## src/rtl/ttb_pkg.sv

```systemverilog
`default_nettype none
// ----------------------------------------------------------------------------
// ttb_pkg
// Shared types and fixed-point helpers for the tangent frame unit.
// ----------------------------------------------------------------------------
package ttb_pkg;

	localparam int IDX_W = 16;
	localparam int VAL_W = 32;
	// vertex storage size, a power of two
	localparam int MAX_VERTICES = 65536;

	typedef struct packed {
		logic [IDX_W-1:0]        vertex_index;
		logic signed [VAL_W-1:0] pos_x;
		logic signed [VAL_W-1:0] pos_y;
		logic signed [VAL_W-1:0] pos_z;
		logic signed [VAL_W-1:0] tex_u;
		logic signed [VAL_W-1:0] tex_v;
	} corner_t;

	typedef struct packed {
		logic [IDX_W-1:0]        out_index;
		logic signed [VAL_W-1:0] tangent_x;
		logic signed [VAL_W-1:0] tangent_y;
		logic signed [VAL_W-1:0] tangent_z;
		logic signed [VAL_W-1:0] bitan_x;
		logic signed [VAL_W-1:0] bitan_y;
		logic signed [VAL_W-1:0] bitan_z;
		logic                    degenerate;
		logic                    last_of_triangle;
	} frame_t;

	// triangle job handed from front to back
	typedef struct packed {
		logic signed [VAL_W-1:0] e1x, e1y, e1z, e2x, e2y, e2z;
		logic signed [VAL_W-1:0] du1, dv1, du2, dv2;
		logic [IDX_W-1:0]        i0, i1, i2;
	} tri_job_t;

	function automatic logic signed [VAL_W-1:0] sat33(input logic signed [VAL_W:0] v);
		if (v > 33'sd2147483647)
			return 32'sh7fffffff;
		else if (v < -33'sd2147483648)
			return 32'sh80000000;
		else
			return v[VAL_W-1:0];
	endfunction

	function automatic logic signed [VAL_W-1:0] qsub(input logic signed [VAL_W-1:0] a,
		input logic signed [VAL_W-1:0] b);
		return sat33({a[VAL_W-1], a} - {b[VAL_W-1], b});
	endfunction

	function automatic logic signed [VAL_W-1:0] qadd(input logic signed [VAL_W-1:0] a,
		input logic signed [VAL_W-1:0] b);
		return sat33({a[VAL_W-1], a} + {b[VAL_W-1], b});
	endfunction

endpackage
`default_nettype wire

```

## src/rtl/ttb_front.sv

```systemverilog
`default_nettype none
// ----------------------------------------------------------------------------
// ttb_front
// Collects three corners and forms edges and uv deltas per triangle.
// ----------------------------------------------------------------------------
module ttb_front
	import ttb_pkg::*;
(
	input  wire logic     clk,
	input  wire logic     arst_n,
	input  wire logic     take,
	input  wire corner_t  corner,
	output logic          job_valid,
	output tri_job_t      job
);
	localparam int MW = (MAX_VERTICES >= 65536) ? IDX_W : $clog2(MAX_VERTICES);

	logic [1:0] cnt_q;
	corner_t    c0_q, c1_q;

	function automatic logic [IDX_W-1:0] wrap(input logic [IDX_W-1:0] i);
		return IDX_W'(i[MW-1:0]);
	endfunction

	always_ff @(posedge clk or negedge arst_n) begin
		if (!arst_n) begin
			cnt_q     <= '0;
			job_valid <= 1'b0;
		end else begin
			job_valid <= take && (cnt_q == 2'd2);
			if (take) cnt_q <= (cnt_q == 2'd2) ? 2'd0 : cnt_q + 1'b1;
		end
	end

	always_ff @(posedge clk) begin
		if (take && cnt_q == 2'd0) c0_q <= corner;
		if (take && cnt_q == 2'd1) c1_q <= corner;
		if (take && cnt_q == 2'd2) begin
			job.e1x <= qsub(c1_q.pos_x, c0_q.pos_x);
			job.e1y <= qsub(c1_q.pos_y, c0_q.pos_y);
			job.e1z <= qsub(c1_q.pos_z, c0_q.pos_z);
			job.e2x <= qsub(corner.pos_x, c0_q.pos_x);
			job.e2y <= qsub(corner.pos_y, c0_q.pos_y);
			job.e2z <= qsub(corner.pos_z, c0_q.pos_z);
			job.du1 <= qsub(c1_q.tex_u, c0_q.tex_u);
			job.dv1 <= qsub(c1_q.tex_v, c0_q.tex_v);
			job.du2 <= qsub(corner.tex_u, c0_q.tex_u);
			job.dv2 <= qsub(corner.tex_v, c0_q.tex_v);
			job.i0  <= wrap(c0_q.vertex_index);
			job.i1  <= wrap(c1_q.vertex_index);
			job.i2  <= wrap(corner.vertex_index);
		end
	end
endmodule
`default_nettype wire

```

## config.mk

```make
export PLATFORM = sky130hd
export DESIGN_NAME = ttb_front
export DESIGN_NICKNAME = d
export VERILOG_FILES = /design/src/rtl/ttb_pkg.sv /design/src/rtl/ttb_front.sv
export SDC_FILE = /design/constraint.sdc
export NUM_CORES = 1
export LEC_CHECK = 0
export BUFFER_PORTS_ARGS = -buffer_cell sky130_fd_sc_hd__buf_2
export CAP_MARGIN = 20
export CORE_ASPECT_RATIO = 1.5
export CORE_MARGIN = 10
export CORE_UTILIZATION = 47
export DETAILED_ROUTE_END_ITERATION = 12
export HOLD_SLACK_MARGIN = 0.03
export PLACE_DENSITY_LB_ADDON = 0.1
export SYNTH_ARGS = -nofsm -noshare
export SYNTH_HDL_FRONTEND = slang
export SYNTH_SLANG_ARGS = --single-unit
```

## constraint.sdc

```tcl
create_clock -name clk -period 36.2 [get_ports clk]
set_input_delay 0 -clock clk [delete_from_list [all_inputs] [get_ports clk]]
set_output_delay 0 -clock clk [all_outputs]
set_load 0.01 [all_outputs]
```

==> flow_metrics.py, run 1 <==
metrics = {
    "critical_path": {
        "crit_path_start_kind": "flip-flop",
        "arrival_ns": 4.90,
        "crit_required_ns": 36.54,
        "crit_path_top_delay_cell": "o311ai_1",
        "worstPathMaxFanout": 31,
        "path_class": "flip-flop to flip-flop",
        "crit_chain": "inv_1, ha_1, nor2b_1, o31ai_1, a21oi_1, o311ai_1, a21oi_1, a2111oi_0, or3_1, or3_1, o21a_1, o21ai_0",
        "slowest_delay_ns": 0.67,
        "end_kind": "flip-flop",
    },
    "place": {
        "io_buffers": 547,
        "dp_hpwl_um": 83600,
        "place_area_um2": 44100,
        "gp_congestion": 0.877,
    },
    "global_route": {
        "antenna_found_initial": 16,
        "grt_first_pass_wirelength_um": 165000,
        "track_usage_pct": 21.5,
        "grt_pass1_vias": 29000,
        "gr-total-overflow": 0,
        "grt_max_degree": 72,
    },
    "power": {
        "p_int_uw": 2050,
        "vdd_ir_drop_max_mv": 0.0454,
        "p_switching_uw": 1090,
        "power_density_nw_per_um2": 64.7,
        "p_comb_share_pct": 37.3,
        "power_uw": 3130,
        "power_frac_seq_pct": 38.1,
        "leakagePower_uw": 0.0196,
        "swShare_pct": 34.7,
        "p_clk_share_pct": 24.6,
    },
    "route": {
        "routed_wl_um": 107000,
        "drc_errors": 0,
        "viasPerCell": 5.40,
        "dr.pass1.iters": 5,
        "antenna_left": 0,
        "wire_per_inst_um": 19.9,
        "vias": 29100,
        "drt-initial-drc-count": 1700,
    },
    "clock_tree": {
        "clkLatencyLatePin_ns": 0.65,
        "clkSlewWorstSetupHoldPaths_ns": 0.06,
        "cts_tree": "built",
        "root_buffer": "clkbuf_16",
        "post_cts.repair.setup_buffers": 0,
        "postCtsResizedCells": 0,
        "cts.sinks": 723,
        "cts-buffers-inserted": 73,
        "cts_max_path_buffers": 3,
        "htreeDepth": 3,
    },
    "floorplanning": {
        "ios": 548,
        "fp.dieW_um": 258,
        "die_h_um": 378,
        "num_rows": 131,
        "core_um2": 84700,
        "dieArea_um2": 97600,
        "start_util_pct": 47.3,
    },
    "timing": {
        "setup_viol": 0,
        "final.setup.tns_ns": 0,
        "hold_viol_final": 0,
        "rsz0062_at_grt": "no",
        "relSlewSlack_pct": 31.3,
        "period_share_pct": 12.6,
        "finClkSkew_ns": 0.0195,
        "period_needed_ns": 4.56,
        "finalMaxSlewViolations": 0,
        "tightest_slew_ns": 1.03,
        "max_freq_mhz": 219,
    },
    "logic_synthesis": {
        "synth_fp_nets": 3946,
        "synth_most_common_cell": "edfxtp_1",
        "synth-seq-cells": 723,
        "synthTopCellsByArea": "edfxtp_1 (54%), ha_1 (10%), a21oi_1 (4.8%), o21ai_0 (3.2%), xnor2_1 (3.1%)",
        "synthesis.area_um2": 40100,
        "syn-instance-count": 3437,
        "synth_common_cells": "edfxtp_1 (720), a21oi_1 (387), ha_1 (320)",
        "synth_edf_count": 720,
        "yosysTopAreaCell": "edfxtp_1",
        "yosys_warnings": 0,
        "syn_avg_cell_area_um2": 11.7,
        "synth_flop_cell": "edfxtp_1",
        "seq_area_frac_synth_pct": 54.2,
        "ys_types": 80,
        "async_reset_ff_share_pct": 0.415,
        "synth_top_cell_area_share_pct": 54.0,
    },
    "cells_and_area": {
        "post-route-cell-area_um2": 48400,
        "seqCellArea_um2": 21700,
        "fill_cells": 7205,
        "drive_gt1_share_pct": 17.1,
        "synthToLayoutAreaGrowth_pct": 20.8,
        "multiInputGateArea_um2": 17200,
        "nNetsFinal": 4705,
    },
    "min_path": {
        "hold_class": "input port to flip-flop",
    },
    "flow_run": {
        "max_cap_viol_count": 0,
    },
    "run_status": {
        "status": "complete, no violations",
    },
}
==> flip-flops by register name, summed over array words and instances (netlist names) <==
register   count
job_valid      1
c0_q         176
job          368
cnt_q          2
c1_q         176
==> routing by layer <==
metal / track usage, % / share of wire, % / wire [um] / vias to the layer above
met3: 5.57 / 7.0 / 7560 / 191
met4: 8.34 / 3.4 / 3620 / 16
met1: 25.6 / 41 / 44300 / 13700
met5: 0 / 0.089 / 96 / -
met2: 36.6 / 48 / 51800 / 755
li1: - / - / - / 14500
==> cell families (layout without fill, tap and decap cells) <==
kind of cell    after synthesis  after routing  share of synthesized area [%]
mux                           4              4                          0.103
other cells                   0              5                              0
buf+inv                     306           1122                           2.97
xor+xnor                    250            250                           5.53
compound gates             1155           1155                           18.0
flops                       723            723                           54.2
fa+ha+maj                   366            366                           11.4
simple gates                633            633                           7.85
==> worst max-delay path: cells and delay by family, from the launching register on <==
kind	cells	cell delay (ns)
AO/OA/AOI/OAI	7	2.92
AND/OR/NAND/NOR	3	0.53
flip-flops	1	0.43
adder cells (fa/ha/maj)	1	0.29
buffers and inverters	1	0.09
==> stage by stage <==
step                      util, %  hold slack (ns)  worst slack [ns]  std cells
after CTS                    57.1           0.0303             31.54       5383
after detailed placement     52.1           -0.192             31.58       5066
final                        57.1           0.0973             31.64       5388
after floorplan                 -           -0.296              6.50       3437
after global routing         57.1           0.0860             31.22       5388
after global placement       52.1           -0.196             31.59       5066
==> worst paths after layout <==
path                            slack, ns  startpoint        end  cells past startpoint
worst max-delay path                31.64    c0_q[97]   job[325]                     12
worst min-delay path                  0.1  corner[28]   c0_q[28]                      2
worst max register to register      31.64    c0_q[97]   job[325]                     12
worst min register to register       0.42   c1_q[163]    job[19]                      0
max in group asynchronous           35.81      arst_n  job_valid                      3
min in group asynchronous            0.23      arst_n   cnt_q[1]                      3
==> power by group through the flow <==
stage | registers, uW | clock network (uW) | logic, uW
5_1_grt | 1200 | 820 | 1310
6_report | 1190 | 770 | 1170
2_1_floorplan | 1310 | 0 | 805
4_1_cts | 1200 | 790 | 1170
3_5_place_dp | 1210 | 0 | 1150
3_3_place_gp | 1210 | 0 | 1140
==> what timing repair did <==
action,in CTS,in global routing
hold buffers,185,0
hold endpoints to repair,490,0
endpoints found under the setup margin,0,0
==> cells in the final DEF (no fill, tap or decap), types with 9 or more instances in the layout <==
master / Yosys / routed
edfxtp_1: 720 / 720
buf_2: 12 / 547
a21oi_1: 387 / 387
ha_1: 320 / 320
o21ai_0: 256 / 256
inv_1: 232 / 232
dlygate4sd3_1: 0 / 185
nand2_1: 166 / 166
xnor2_1: 144 / 144
a21o_1: 134 / 134
nor2_1: 132 / 130
xor2_1: 104 / 104
clkbuf_16: 0 / 75
o21a_1: 67 / 67
nand2b_1: 59 / 59
nand3_1: 58 / 58
nor2b_1: 53 / 53
nor3_1: 45 / 44
o31ai_1: 37 / 37
maj3_1: 36 / 36
a31oi_1: 32 / 32
o21bai_1: 32 / 32
o211ai_1: 29 / 29
a211oi_1: 29 / 29
and3_1: 28 / 28
nand4_1: 27 / 27
o31a_1: 26 / 26
buf_4: 0 / 26
o21ai_1: 16 / 15
or3_1: 15 / 15
clkinv_1: 0 / 14
clkinv_2: 0 / 13
clkbuf_1: 57 / 12
o22ai_1: 11 / 11
a21oi_2: 11 / 11
nor3b_1: 11 / 10
fa_1: 10 / 10
o2111ai_1: 9 / 9
==> cell type report <==
cell class / count / share of cell area, %
clock buffer: 87 / 3.97
sequential: 723 / 44.8
clock inverter: 45 / 0.967
antenna: 5 / 0.0259
inverter: 232 / 1.80
tap: 1130 / 2.92
multi-input combinational: 2408 / 35.6
timing repair buffer: 758 / 9.89
(Power assumes the default switching activity.)
==> run 2: changes to the inputs <==
- clock period: 36.2 -> 4.11 ns (I/O delays scaled with it)
==> flow_metrics.py, run 2 (synthesis gave the netlist of run 1 again) <==
metrics = {
    "run_status": {
        "status": "complete, no violations",
    },
    "clock_tree": {
        "clkSlewWorstSetupHoldPaths_ns": 0.06,
        "cts_max_path_buffers": 3,
        "cts_tree": "built",
        "cts.sinks": 723,
        "root_buffer": "clkbuf_16",
        "cts-buffers-inserted": 74,
        "htreeDepth": 3,
        "clkLatencyLatePin_ns": 0.65,
    },
    "route": {
        "drt-initial-drc-count": 1544,
        "antenna_left": 0,
        "routedLengthMet1_um": 44500,
        "met2WireLength_um": 52600,
        "route.met3.wl_um": 6950,
        "dr.pass1.iters": 5,
        "wire_per_inst_um": 19.8,
        "vias": 29500,
        "drc_errors": 0,
        "viasPerCell": 5.42,
        "routed_wl_um": 108000,
        "top_layer": "met5",
    },
    "critical_path": {
        "crit_required_ns": 4.58,
        "crit_path_top_delay_cell": "a31oi_2",
        "critPathCapture": "job[53]",
        "slowest_delay_ns": 0.45,
        "crit_chain": "ha_1, fa_1, nor2b_1, o31a_1, a31oi_1, o21ai_0, a21oi_1, a221oi_1, nand3_1, a31oi_2, nor2_4, buf_12, o31ai_1",
        "startpoint": "c0_q[0]",
        "r2r_end": "job[53]",
        "ff2ff_setup_slack_ns": 0.23,
        "worstRegToRegCells": 13,
        "rr_startpoint": "c0_q[0]",
        "crit_path_start_kind": "flip-flop",
        "path_class": "flip-flop to flip-flop",
        "end_kind": "flip-flop",
        "arrival_ns": 4.35,
        "worstPathMaxFanout": 22,
    },
    "cells_and_area": {
        "largest-register": "job",
        "fill_cells": 7199,
        "post-route-util_pct": 57.7,
        "final_common_cell": "edfxtp_1",
        "top_regs": "job x368, c0_q x176, c1_q x176",
        "largest_reg_flops": 368,
        "synthToLayoutAreaGrowth_pct": 22.1,
        "final_cell_mix": "edfxtp_1 (720), buf_2 (547), a21oi_1 (386), ha_1 (320), o21ai_0 (256)",
        "nNetsFinal": 4749,
        "drive_gt1_share_pct": 18.1,
    },
    "global_route": {
        "antenna_found_initial": 12,
        "grt_max_degree": 111,
        "track_usage_pct": 21.6,
        "grt_pass1_vias": 29400,
        "gr-total-overflow": 0,
        "grt_first_pass_wirelength_um": 166000,
    },
    "timing": {
        "max_freq_mhz": 258,
        "finClkSkew_ns": 0.0152,
        "period_share_pct": 94.4,
        "period_needed_ns": 3.88,
        "rsz0062_at_grt": "no",
        "hold_viol_final": 0,
        "setup_viol": 0,
        "relSlewSlack_pct": 35.8,
        "tightest_slew_ns": 0.950,
        "finalMaxSlewViolations": 0,
    },
    "place": {
        "io_buffers": 547,
        "gp_congestion": 0.894,
        "dp_hpwl_um": 83300,
    },
    "floorplanning": {
        "die_h_um": 378,
        "num_rows": 131,
        "fp.dieW_um": 258,
        "core_um2": 84700,
        "dieArea_um2": 97600,
        "start_util_pct": 47.3,
        "ios": 548,
    },
    "power": {
        "p_int_uw": 18300,
        "p_switching_uw": 9710,
        "p_comb_share_pct": 38.5,
        "vdd_ir_drop_max_mv": 0.447,
        "swShare_pct": 34.7,
        "power_density_nw_per_um2": 572,
        "p_clk_share_pct": 24.0,
        "power_frac_seq_pct": 37.5,
        "leakagePower_uw": 0.0198,
        "power_uw": 28000,
    },
    "min_path": {
        "hold_class": "input port to flip-flop",
    },
    "flow_run": {
        "max_cap_viol_count": 0,
    },
}
## run 2: worst min path at each step
stage	startpoint	to	slack [ns]	cells after the start
6_report	corner[169]	job[9]	0.09	2
5_1_grt	corner[169]	c1_q[169]	0.08	2
4_1_cts	corner[128]	c1_q[128]	0.03	2
3_5_place_dp	arst_n	cnt_q[0]	-0.20	1
3_3_place_gp	arst_n	cnt_q[0]	-0.20	1
2_1_floorplan	arst_n	cnt_q[0]	-0.30	0
## run 2: what timing repair did
| action | CTS | global route |
|---|---|---|
| endpoints found under the hold margin | 480 | 0 |
| hold buffers | 182 | 0 |
| resized for setup | 0 | 7 |
| setup buffers | 0 | 2 |
| endpoints found under the setup margin | 0 | 122 |
## run 2: cell type report
cell class | count | area (um^2) | share of cell area, %
Clock buffer | 93 | 1970 | 4.02
Sequential cell | 723 | 21700 | 44.3
Inverter | 232 | 871 | 1.78
Timing Repair Buffer | 801 | 5320 | 10.9
Clock inverter | 39 | 415 | 0.849
Antenna cell | 5 | 12.5 | 0.0256
Multi-Input combinational cell | 2408 | 17200 | 35.2
Tap cell | 1130 | 1410 | 2.89
## run 2: per-stage QoR
stage | std cells | TNS (ns) | hold slack (ns) | setup WS (ns) | cell area (um^2)
floorplan | 3437 | -2887.34 | -0.296 | -6.28 | 40100
global placement | 5109 | 0 | -0.200 | 0.0781 | 44700
detailed placement | 5109 | 0 | -0.195 | 0.106 | 44700
CTS | 5423 | 0 | 0.0326 | 0.00944 | 48900
global route | 5431 | 0 | 0.0777 | 0.0281 | 48900
finish | 5431 | 0 | 0.0903 | 0.229 | 48900
## run 2: routing by layer
| layer | up-vias | global-route usage [%] |
|---|---|---|
| li1 | 14600 | - |
| met1 | 13900 | 26.2 |
| met2 | 764 | 37.0 |
| met3 | 158 | 4.77 |
| met4 | 14 | 8.15 |
| met5 | - | 0 |
## run 2: power by group through the flow
stage / clock [uW] / sequential (uW) / combinational, uW
2_1_floorplan: 0 / 11100 / 7090
3_3_place_gp: 0 / 10600 / 10500
3_5_place_dp: 0 / 10700 / 10600
6_report: 6730 / 10500 / 10800
5_1_grt: 7160 / 10600 / 12000
4_1_cts: 6940 / 10500 / 10800
## run 2: critical path, delay by kind of cell, from the launching register on
kind	cells	cell delay (ns)
fa+ha+maj	2	0.64
buf+inv	1	0.18
simple gates	3	0.47
compound gates	7	2.00
flops	1	0.41
