===== src/rtl/ttb_pkg.sv =====
`default_nettype none
// ----------------------------------------------------------------------------
// ttb_pkg
// Shared types and fixed-point helpers for the tangent frame unit.
// ----------------------------------------------------------------------------
package ttb_pkg;

	localparam int IDX_W = 16;
	localparam int VAL_W = 32;
	// vertex storage size, a power of two
	localparam int MAX_VERTICES = 65536;

	typedef struct packed {
		logic [IDX_W-1:0]        vertex_index;
		logic signed [VAL_W-1:0] pos_x;
		logic signed [VAL_W-1:0] pos_y;
		logic signed [VAL_W-1:0] pos_z;
		logic signed [VAL_W-1:0] tex_u;
		logic signed [VAL_W-1:0] tex_v;
	} corner_t;

	typedef struct packed {
		logic [IDX_W-1:0]        out_index;
		logic signed [VAL_W-1:0] tangent_x;
		logic signed [VAL_W-1:0] tangent_y;
		logic signed [VAL_W-1:0] tangent_z;
		logic signed [VAL_W-1:0] bitan_x;
		logic signed [VAL_W-1:0] bitan_y;
		logic signed [VAL_W-1:0] bitan_z;
		logic                    degenerate;
		logic                    last_of_triangle;
	} frame_t;

	// triangle job handed from front to back
	typedef struct packed {
		logic signed [VAL_W-1:0] e1x, e1y, e1z, e2x, e2y, e2z;
		logic signed [VAL_W-1:0] du1, dv1, du2, dv2;
		logic [IDX_W-1:0]        i0, i1, i2;
	} tri_job_t;

	function automatic logic signed [VAL_W-1:0] sat33(input logic signed [VAL_W:0] v);
		if (v > 33'sd2147483647)
			return 32'sh7fffffff;
		else if (v < -33'sd2147483648)
			return 32'sh80000000;
		else
			return v[VAL_W-1:0];
	endfunction

	function automatic logic signed [VAL_W-1:0] qsub(input logic signed [VAL_W-1:0] a,
		input logic signed [VAL_W-1:0] b);
		return sat33({a[VAL_W-1], a} - {b[VAL_W-1], b});
	endfunction

	function automatic logic signed [VAL_W-1:0] qadd(input logic signed [VAL_W-1:0] a,
		input logic signed [VAL_W-1:0] b);
		return sat33({a[VAL_W-1], a} + {b[VAL_W-1], b});
	endfunction

endpackage
`default_nettype wire


===== src/rtl/ttb_qmul.sv =====
`default_nettype none
// ----------------------------------------------------------------------------
// ttb_qmul
// Registered fixed-point multiply: floor shift, saturate to 32 bits.
// ----------------------------------------------------------------------------
module ttb_qmul
	import ttb_pkg::*;
#(
	parameter int FRAC_BITS = 16
) (
	input  wire logic                    clk,
	input  wire logic signed [VAL_W-1:0] a,
	input  wire logic signed [VAL_W-1:0] b,
	output logic signed [VAL_W-1:0]      p
);
	logic signed [2*VAL_W-1:0] prod_s1;
	logic signed [2*VAL_W-1:0] shr;

	always_ff @(posedge clk) begin
		prod_s1 <= a * b;
	end

	always_comb begin
		shr = prod_s1 >>> FRAC_BITS;   // arithmetic shift rounds toward minus infinity
		if (shr > 64'sd2147483647)
			p = 32'sh7fffffff;
		else if (shr < -64'sd2147483648)
			p = 32'sh80000000;
		else
			p = shr[VAL_W-1:0];
	end
endmodule
`default_nettype wire


===== src/rtl/ttb_recip.sv =====
`default_nettype none
// ----------------------------------------------------------------------------
// ttb_recip
// Restoring divider: 2^(2*FRAC_BITS) / det, toward zero, saturated.
// ----------------------------------------------------------------------------
module ttb_recip
	import ttb_pkg::*;
#(
	parameter int FRAC_BITS = 16
) (
	input  wire logic                    clk,
	input  wire logic                    arst_n,
	input  wire logic                    go,
	input  wire logic signed [VAL_W-1:0] det,
	output logic                         done,
	output logic signed [VAL_W-1:0]      f
);
	localparam int NW = 2 * FRAC_BITS + 1;   // dividend width
	localparam int CW = $clog2(NW + 1);

	logic [NW-1:0]    quo_q;
	logic [VAL_W:0]   rem_q;
	logic [VAL_W-1:0] dmag_q;
	logic             neg_q;
	logic [CW-1:0]    cnt_q;
	logic             run_q;
	logic [VAL_W+1:0] trial;
	logic [VAL_W:0]   rem_sh;

	assign rem_sh = {rem_q[VAL_W-1:0], quo_q[NW-1]};
	assign trial  = {1'b0, rem_sh} - {2'b0, dmag_q};

	always_ff @(posedge clk or negedge arst_n) begin
		if (!arst_n) begin
			run_q <= 1'b0;
			cnt_q <= '0;
			done  <= 1'b0;
		end else begin
			done <= run_q && !go && (cnt_q == CW'(1));
			if (go) begin
				run_q <= 1'b1;
				cnt_q <= CW'(NW);
			end else if (run_q) begin
				cnt_q <= cnt_q - 1'b1;
				if (cnt_q == CW'(1)) run_q <= 1'b0;
			end
		end
	end

	always_ff @(posedge clk) begin
		if (go) begin
			quo_q  <= NW'(1) << (2 * FRAC_BITS);
			rem_q  <= '0;
			neg_q  <= det[VAL_W-1];
			dmag_q <= det[VAL_W-1] ? VAL_W'(-det) : VAL_W'(det);
		end else if (run_q) begin
			if (!trial[VAL_W+1]) begin
				rem_q <= trial[VAL_W:0];
				quo_q <= {quo_q[NW-2:0], 1'b1};
			end else begin
				rem_q <= rem_sh;
				quo_q <= {quo_q[NW-2:0], 1'b0};
			end
		end
	end

	// magnitude of -2^31 handled: dmag is unsigned 32 bits
	always_comb begin
		if (!neg_q)
			f = (quo_q > NW'(32'h7fffffff)) ? 32'sh7fffffff : VAL_W'(quo_q);
		else
			f = (quo_q > NW'(33'h80000000)) ? 32'sh80000000 : VAL_W'(-quo_q);
	end
endmodule
`default_nettype wire


===== src/rtl/ttb_back.sv =====
`default_nettype none
// ----------------------------------------------------------------------------
// ttb_back
// Sequencer: determinant, reciprocal, vector terms, scaling, three words out.
// One shared registered multiplier does all products.
// ----------------------------------------------------------------------------
module ttb_back
	import ttb_pkg::*;
#(
	parameter int FRAC_BITS = 16
) (
	input  wire logic      clk,
	input  wire logic      arst_n,
	input  wire logic      job_valid,
	input  wire tri_job_t  job,
	output logic           idle,
	output logic           res_valid,
	output frame_t         res
);
	localparam logic [2:0] ST_IDLE = 3'd0;
	localparam logic [2:0] ST_DET  = 3'd1;
	localparam logic [2:0] ST_DIV  = 3'd2;
	localparam logic [2:0] ST_TERM = 3'd3;
	localparam logic [2:0] ST_SCL  = 3'd4;
	localparam logic [2:0] ST_OUT  = 3'd5;

	logic [2:0]              st_q;
	logic [4:0]              step_q;   // product issue index, one per cycle
	tri_job_t                j_q;
	logic signed [VAL_W-1:0] ma, mb, mp;
	logic signed [VAL_W-1:0] prev_q;  // first product of a pair
	logic signed [VAL_W-1:0] det_c, f_q;
	logic signed [VAL_W-1:0] term_q [6];
	logic signed [VAL_W-1:0] vec_q [6];
	logic                    degen_q;
	logic [1:0]              ocnt_q;
	logic                    rgo, rdone;
	logic signed [VAL_W-1:0] rf;

	ttb_qmul #(.FRAC_BITS(FRAC_BITS)) u_mul (.clk(clk), .a(ma), .b(mb), .p(mp));
	ttb_recip #(.FRAC_BITS(FRAC_BITS)) u_rcp (
		.clk(clk), .arst_n(arst_n), .go(rgo), .det(det_c), .done(rdone), .f(rf));

	function automatic logic signed [VAL_W-1:0] edge_sel(input tri_job_t j,
		input logic second, input logic [1:0] c);
		logic signed [VAL_W-1:0] r;
		r = '0;
		unique case (c)
			2'd0:    r = second ? j.e2x : j.e1x;
			2'd1:    r = second ? j.e2y : j.e1y;
			default: r = second ? j.e2z : j.e1z;
		endcase
		return r;
	endfunction

	// product schedule; a product issued at one step is visible at the next step
	always_comb begin
		ma = '0;
		mb = '0;
		unique case (st_q)
			ST_DET: begin
				ma = step_q[0] ? j_q.du2 : j_q.du1;
				mb = step_q[0] ? j_q.dv1 : j_q.dv2;
			end
			ST_TERM: begin
				// step = 4*c + k; k0 dv2*e1, k1 dv1*e2, k2 du1*e2, k3 du2*e1
				unique case (step_q[1:0])
					2'd0: begin ma = j_q.dv2; mb = edge_sel(j_q, 1'b0, step_q[3:2]); end
					2'd1: begin ma = j_q.dv1; mb = edge_sel(j_q, 1'b1, step_q[3:2]); end
					2'd2: begin ma = j_q.du1; mb = edge_sel(j_q, 1'b1, step_q[3:2]); end
					default: begin ma = j_q.du2; mb = edge_sel(j_q, 1'b0, step_q[3:2]); end
				endcase
			end
			ST_SCL: begin
				ma = f_q;
				mb = term_q[(step_q < 5'd6) ? step_q[2:0] : 3'd0];
			end
			default: ;
		endcase
	end

	// determinant is valid in the last DET step; the divider loads it there
	assign det_c = qsub(prev_q, mp);
	assign rgo   = (st_q == ST_DET) && (step_q == 5'd2) && (det_c != '0);
	assign idle  = (st_q == ST_IDLE);

	always_ff @(posedge clk or negedge arst_n) begin
		if (!arst_n) begin
			st_q      <= ST_IDLE;
			step_q    <= '0;
			ocnt_q    <= '0;
			res_valid <= 1'b0;
		end else begin
			res_valid <= (st_q == ST_OUT);
			unique case (st_q)
				ST_IDLE: if (job_valid) begin
					st_q   <= ST_DET;
					step_q <= '0;
				end
				ST_DET: begin
					if (step_q == 5'd2) begin
						step_q <= '0;
						if (det_c == '0) begin
							st_q   <= ST_OUT;
							ocnt_q <= '0;
						end else begin
							st_q <= ST_DIV;
						end
					end else begin
						step_q <= step_q + 1'b1;
					end
				end
				ST_DIV: if (rdone) begin
					st_q   <= ST_TERM;
					step_q <= '0;
				end
				ST_TERM: begin
					if (step_q == 5'd12) begin
						st_q   <= ST_SCL;
						step_q <= '0;
					end else begin
						step_q <= step_q + 1'b1;
					end
				end
				ST_SCL: begin
					step_q <= step_q + 1'b1;
					if (step_q == 5'd6) begin
						st_q   <= ST_OUT;
						ocnt_q <= '0;
					end
				end
				ST_OUT: begin
					ocnt_q <= ocnt_q + 1'b1;
					if (ocnt_q == 2'd2) st_q <= ST_IDLE;
				end
				default: st_q <= ST_IDLE;
			endcase
		end
	end

	always_ff @(posedge clk) begin
		if (st_q == ST_IDLE && job_valid) j_q <= job;
		if (st_q == ST_DET && step_q == 5'd1) prev_q <= mp;
		if (st_q == ST_DET && step_q == 5'd2) begin
			degen_q <= (det_c == '0);
			for (int i = 0; i < 6; i++) vec_q[i] <= '0;
		end
		if (st_q == ST_DIV && rdone) f_q <= rf;
		if (st_q == ST_TERM && step_q != 5'd0) begin
			// results of step-1
			unique case (step_q[1:0])
				2'd1, 2'd3: prev_q <= mp;
				2'd2: term_q[3'((step_q - 5'd1) >> 2)] <= qsub(prev_q, mp);
				default: term_q[3'(((step_q - 5'd1) >> 2) + 5'd3)] <= qsub(prev_q, mp);
			endcase
		end
		if (st_q == ST_SCL && step_q != 5'd0) vec_q[3'(step_q - 5'd1)] <= mp;
		if (st_q == ST_OUT) begin
			res.out_index <= (ocnt_q == 2'd0) ? j_q.i0 :
				(ocnt_q == 2'd1) ? j_q.i1 : j_q.i2;
			res.tangent_x        <= vec_q[0];
			res.tangent_y        <= vec_q[1];
			res.tangent_z        <= vec_q[2];
			res.bitan_x          <= vec_q[3];
			res.bitan_y          <= vec_q[4];
			res.bitan_z          <= vec_q[5];
			res.degenerate       <= degen_q;
			res.last_of_triangle <= (ocnt_q == 2'd2);
		end
	end
endmodule
`default_nettype wire


===== config.mk =====
export PLATFORM = sky130hd
export DESIGN_NAME = ttb_back
export DESIGN_NICKNAME = d
export VERILOG_FILES = /design/src/rtl/ttb_pkg.sv /design/src/rtl/ttb_qmul.sv /design/src/rtl/ttb_recip.sv /design/src/rtl/ttb_back.sv
export SDC_FILE = /design/constraint.sdc
export NUM_CORES = 2
export LEC_CHECK = 0
export BUFFER_PORTS_ARGS = -buffer_cell sky130_fd_sc_hd__buf_4
export CAP_MARGIN = 30
export CORE_MARGIN = 4
export CORE_UTILIZATION = 35
export DETAILED_ROUTE_END_ITERATION = 12
export GPL_ROUTABILITY_DRIVEN = 0
export PLACE_DENSITY_LB_ADDON = 0.08
export SLEW_MARGIN = 20
export SYNTH_ARGS = -nofsm -noshare
export SYNTH_HDL_FRONTEND = slang
export SYNTH_SLANG_ARGS = --single-unit

===== constraint.sdc =====
create_clock -name clk -period 12.7 [get_ports clk]
set_input_delay 0 -clock clk [delete_from_list [all_inputs] [get_ports clk]]
set_output_delay 0 -clock clk [all_outputs]
set_load 0.05 [all_outputs]

==> flow_summary.json <==
{
  "max_freq_ghz": 0.0865,
  "cts_num_sinks": 1192,
  "synth.yosys.seq_area_share": 0.400,
  "grt_util_all_layers": 0.248,
  "placed_cell_area_um2": 95400,
  "cp-start-kind": "flop",
  "grt_pass1_wl_mm": 460,
  "synthArstFlopShare": 0.0159,
  "cp_num_buf_inv": 10,
  "ant_nets": 0,
  "crit_type": "flop to flop",
  "fin_area_um2": 108000,
  "via_count": 63400,
  "yosysWarnings": 0,
  "cpMostUsedCell": "fa_1",
  "finalClockSkew_ns": 0.0920,
  "cp.required_ns": 13.43,
  "path_clk_slew_ns": 0.07,
  "netlist_area_um2": 85700,
  "dp_hpwl_mm": 240,
  "ys_types": 95,
  "ys.flop_type": "edfxtp_1",
  "io_pins": 583,
  "via_per_inst": 5.15,
  "synth_area_leaders": "edfxtp_1 (36%), fa_1 (25%), inv_1 (5.0%)",
  "hold_path.class": "input pin to asynchronous set/reset pin",
  "die-area_um2": 253000,
  "synth_nets": 9324,
  "synth.top_cell.area_share": 0.360,
  "clockRootBuffer": "clkbuf_16",
  "cts_buffers": 141,
  "cts_tree": "done",
  "path_delay_family": "adder cells",
  "final_max_slew_viol_count": 0,
  "hold_viol": 0,
  "fill_cells": 22700,
  "finalSetupViolations": 0,
  "rows": 181,
  "synth_seq_cells": 1192,
  "arrival_ns": 12.30,
  "firstDrtPassIters": 7,
  "cpPeakStageDelay_ns": 0.83,
  "rsz0062_at_grt": "false",
  "syn_area_per_cell_um2": 11.3,
  "synth_top_area_cell": "edfxtp_1",
  "grt.overflow.total": 0,
  "dieHeight_um": 503,
  "synth_cells": 7612,
  "grt_pass1_vias": 67500,
  "htree_levels": 4,
  "antenna_found_initial": 35,
  "drive_gt1_frac": 0.155,
  "cpMaxStageDelayCell": "a221o_1",
  "wl_per_cell_um": 25.4,
  "clockBufferDepth": 3,
  "die_x_um": 503,
  "io_buffers": 582,
  "synth_edf_count": 1028,
  "drc": 0,
  "cap_violations": 0,
  "syn2layout_area_growth_pct": 25.9,
  "cp_max_fo": 29,
  "relSlewSlack": 0.246,
  "start_util": 0.352,
  "status": "completed",
  "fin_setup_tns_ns": 0,
  "worstMarginPinSlew_ns": 1.12,
  "final_net_count": 10700,
  "wl_mm": 313,
  "cp-end-kind": "flop",
  "clock_latency_ns": 0.85,
  "grt_max_degree": 74,
  "finalCriticalPeriod_ns": 11.57,
  "drtIter0Drc": 4727,
  "fin_crit_sh": 0.911,
  "core-area_um2": 243000
}
[worst register-to-register path: cells and delay by family, from the launching register on]
family / cells / cell delay [ns]
AO/OA/AOI/OAI: 13 / 3.41
XOR/XNOR: 1 / 0.15
adder cells (fa/ha/maj): 10 / 5.19
flip-flops: 1 / 0.62
AND/OR/NAND/NOR: 4 / 0.77
buffers and inverters: 10 / 1.29
[per-stage QoR]
stage / setup WS (ns) / hold WS [ns] / instances / utilization
after global placement: 0.339 / -0.0477 / 11300 / 0.391
after CTS: 1.29 / 0.111 / 12300 / 0.442
after global routing: 0.663 / 0.172 / 12300 / 0.443
after floorplan: 0.882 / -0.296 / 7612 / -
final: 1.13 / 0.206 / 12300 / 0.443
after detailed placement: 1.34 / -0.0495 / 11300 / 0.392
[cell usage in the layout (no fill, tap or decap), drive strengths merged, types with 51 or more instances in the layout]
master | netlist | routed
a211oi | 83 | 83
a21o | 60 | 60
a21oi | 250 | 250
a221o | 52 | 52
a221oi | 121 | 121
and2 | 51 | 51
buf | 41 | 873
clkbuf | 366 | 169
clkinv | 1 | 52
dfxtp | 145 | 145
dlygate4sd3 | 0 | 739
edfxtp | 1028 | 1028
fa | 1083 | 1083
ha | 258 | 258
inv | 1149 | 1157
mux2 | 125 | 125
mux2i | 99 | 99
nand2 | 647 | 647
nand2b | 96 | 96
nand3 | 59 | 59
nor2 | 953 | 953
nor3 | 77 | 77
o21ai | 201 | 201
xnor2 | 80 | 80
[area by class of cell]
class,instances,area (um^2),area share
clock inverters,87,1270,0.0118
repair buffers,1614,14100,0.131
clock buffers,168,3640,0.0337
diodes,30,75.1,0.000696
multi-input cells,4863,46200,0.428
inverters,1150,4320,0.0400
flip-flops and latches,1192,34300,0.318
well taps,3202,4010,0.0371
[path summary, 6_finish.rpt]
| path | cells past startpoint | from | end | slack (ns) |
|---|---|---|---|---|
| max reg2reg | 38 | step_q[0] | u_mul.prod_s1[62] | 1.13 |
| min reg2reg | 0 | vec_q[0][4] | res[166] | 0.38 |
| min in group clk | 3 | job_valid | j_q[209] | 0.29 |
| max in group asynchronous | 4 | arst_n | u_rcp.run_q | 12.27 |
| max | 38 | step_q[0] | u_mul.prod_s1[62] | 1.13 |
| min | 4 | arst_n | st_q[1] | 0.21 |
[per-layer routing]
metal / up-vias / global-route usage / wire length (um)
met4: 12 / 0.0999 / 14500
met1: 32800 / 0.323 / 131000
met5: - / 0 / 57
met2: 1943 / 0.410 / 148000
met3: 497 / 0.0457 / 18700
li1: 28100 / - / -
[cell usage after synthesis (10+ instances only)]
| cell type | count |
|---|---|
| dfxtp_1 | 145 |
| nand2b_1 | 96 |
| edfxtp_1 | 1028 |
| a21o_1 | 60 |
| a211oi_2 | 29 |
| o21bai_1 | 11 |
| mux2_2 | 125 |
| xnor2_1 | 80 |
| ha_1 | 258 |
| and3_1 | 26 |
| a31oi_1 | 21 |
| o31ai_1 | 12 |
| clkbuf_1 | 366 |
| nand2_1 | 647 |
| nor2_1 | 952 |
| a211oi_1 | 54 |
| o21ai_0 | 191 |
| a222oi_1 | 32 |
| dfrtp_1 | 19 |
| a2111oi_0 | 11 |
| nor2b_1 | 32 |
| o311ai_0 | 32 |
| o21ai_1 | 10 |
| nand3_1 | 59 |
| a221o_1 | 52 |
| or3_1 | 34 |
| o21a_1 | 27 |
| nor4_1 | 23 |
| mux2i_1 | 99 |
| fa_1 | 1083 |
| or2_2 | 23 |
| and2_1 | 51 |
| a221oi_1 | 119 |
| buf_1 | 29 |
| o211ai_1 | 23 |
| nand4_1 | 40 |
| mux4_2 | 29 |
| nor3_1 | 75 |
| a21oi_1 | 250 |
| xor2_1 | 48 |
| inv_1 | 1148 |
[sequential cells by signal, summed over array words and instances (netlist names)]
| signal | count |
|---|---|
| u_rcp.neg_q | 1 |
| res_valid | 1 |
| u_rcp.run_q | 1 |
| u_rcp.done | 1 |
| term_q | 192 |
| f_q | 32 |
| st_q | 3 |
| ocnt_q | 2 |
| degen_q | 1 |
| u_rcp.quo_q | 33 |
| res | 210 |
| prev_q | 32 |
| u_rcp.rem_q | 32 |
| step_q | 5 |
| j_q | 368 |
| u_rcp.cnt_q | 6 |
| u_rcp.dmag_q | 32 |
| vec_q | 192 |
| u_mul.prod_s1 | 48 |
[logic make-up after synthesis]
family	after synthesis	synth area share
XOR/XNOR	128	0.0131
adder cells (fa/ha/maj)	1344	0.291
buffers and inverters	1557	0.0685
AO/OA/AOI/OAI	1031	0.0851
multiplexers	253	0.0356
flip-flops	1192	0.400
AND/OR/NAND/NOR	2107	0.107
[timing repair]
action | CTS | global route
gates resized for setup | 0 | 0
buffers inserted | 0 | 0
hold buffers | 740 | 0
endpoints found under the hold margin | 400 | 0
Power is left out: the tool's default activity adds up to more than one toggle a clock period on the data nets, which glitch-free logic cannot reach.
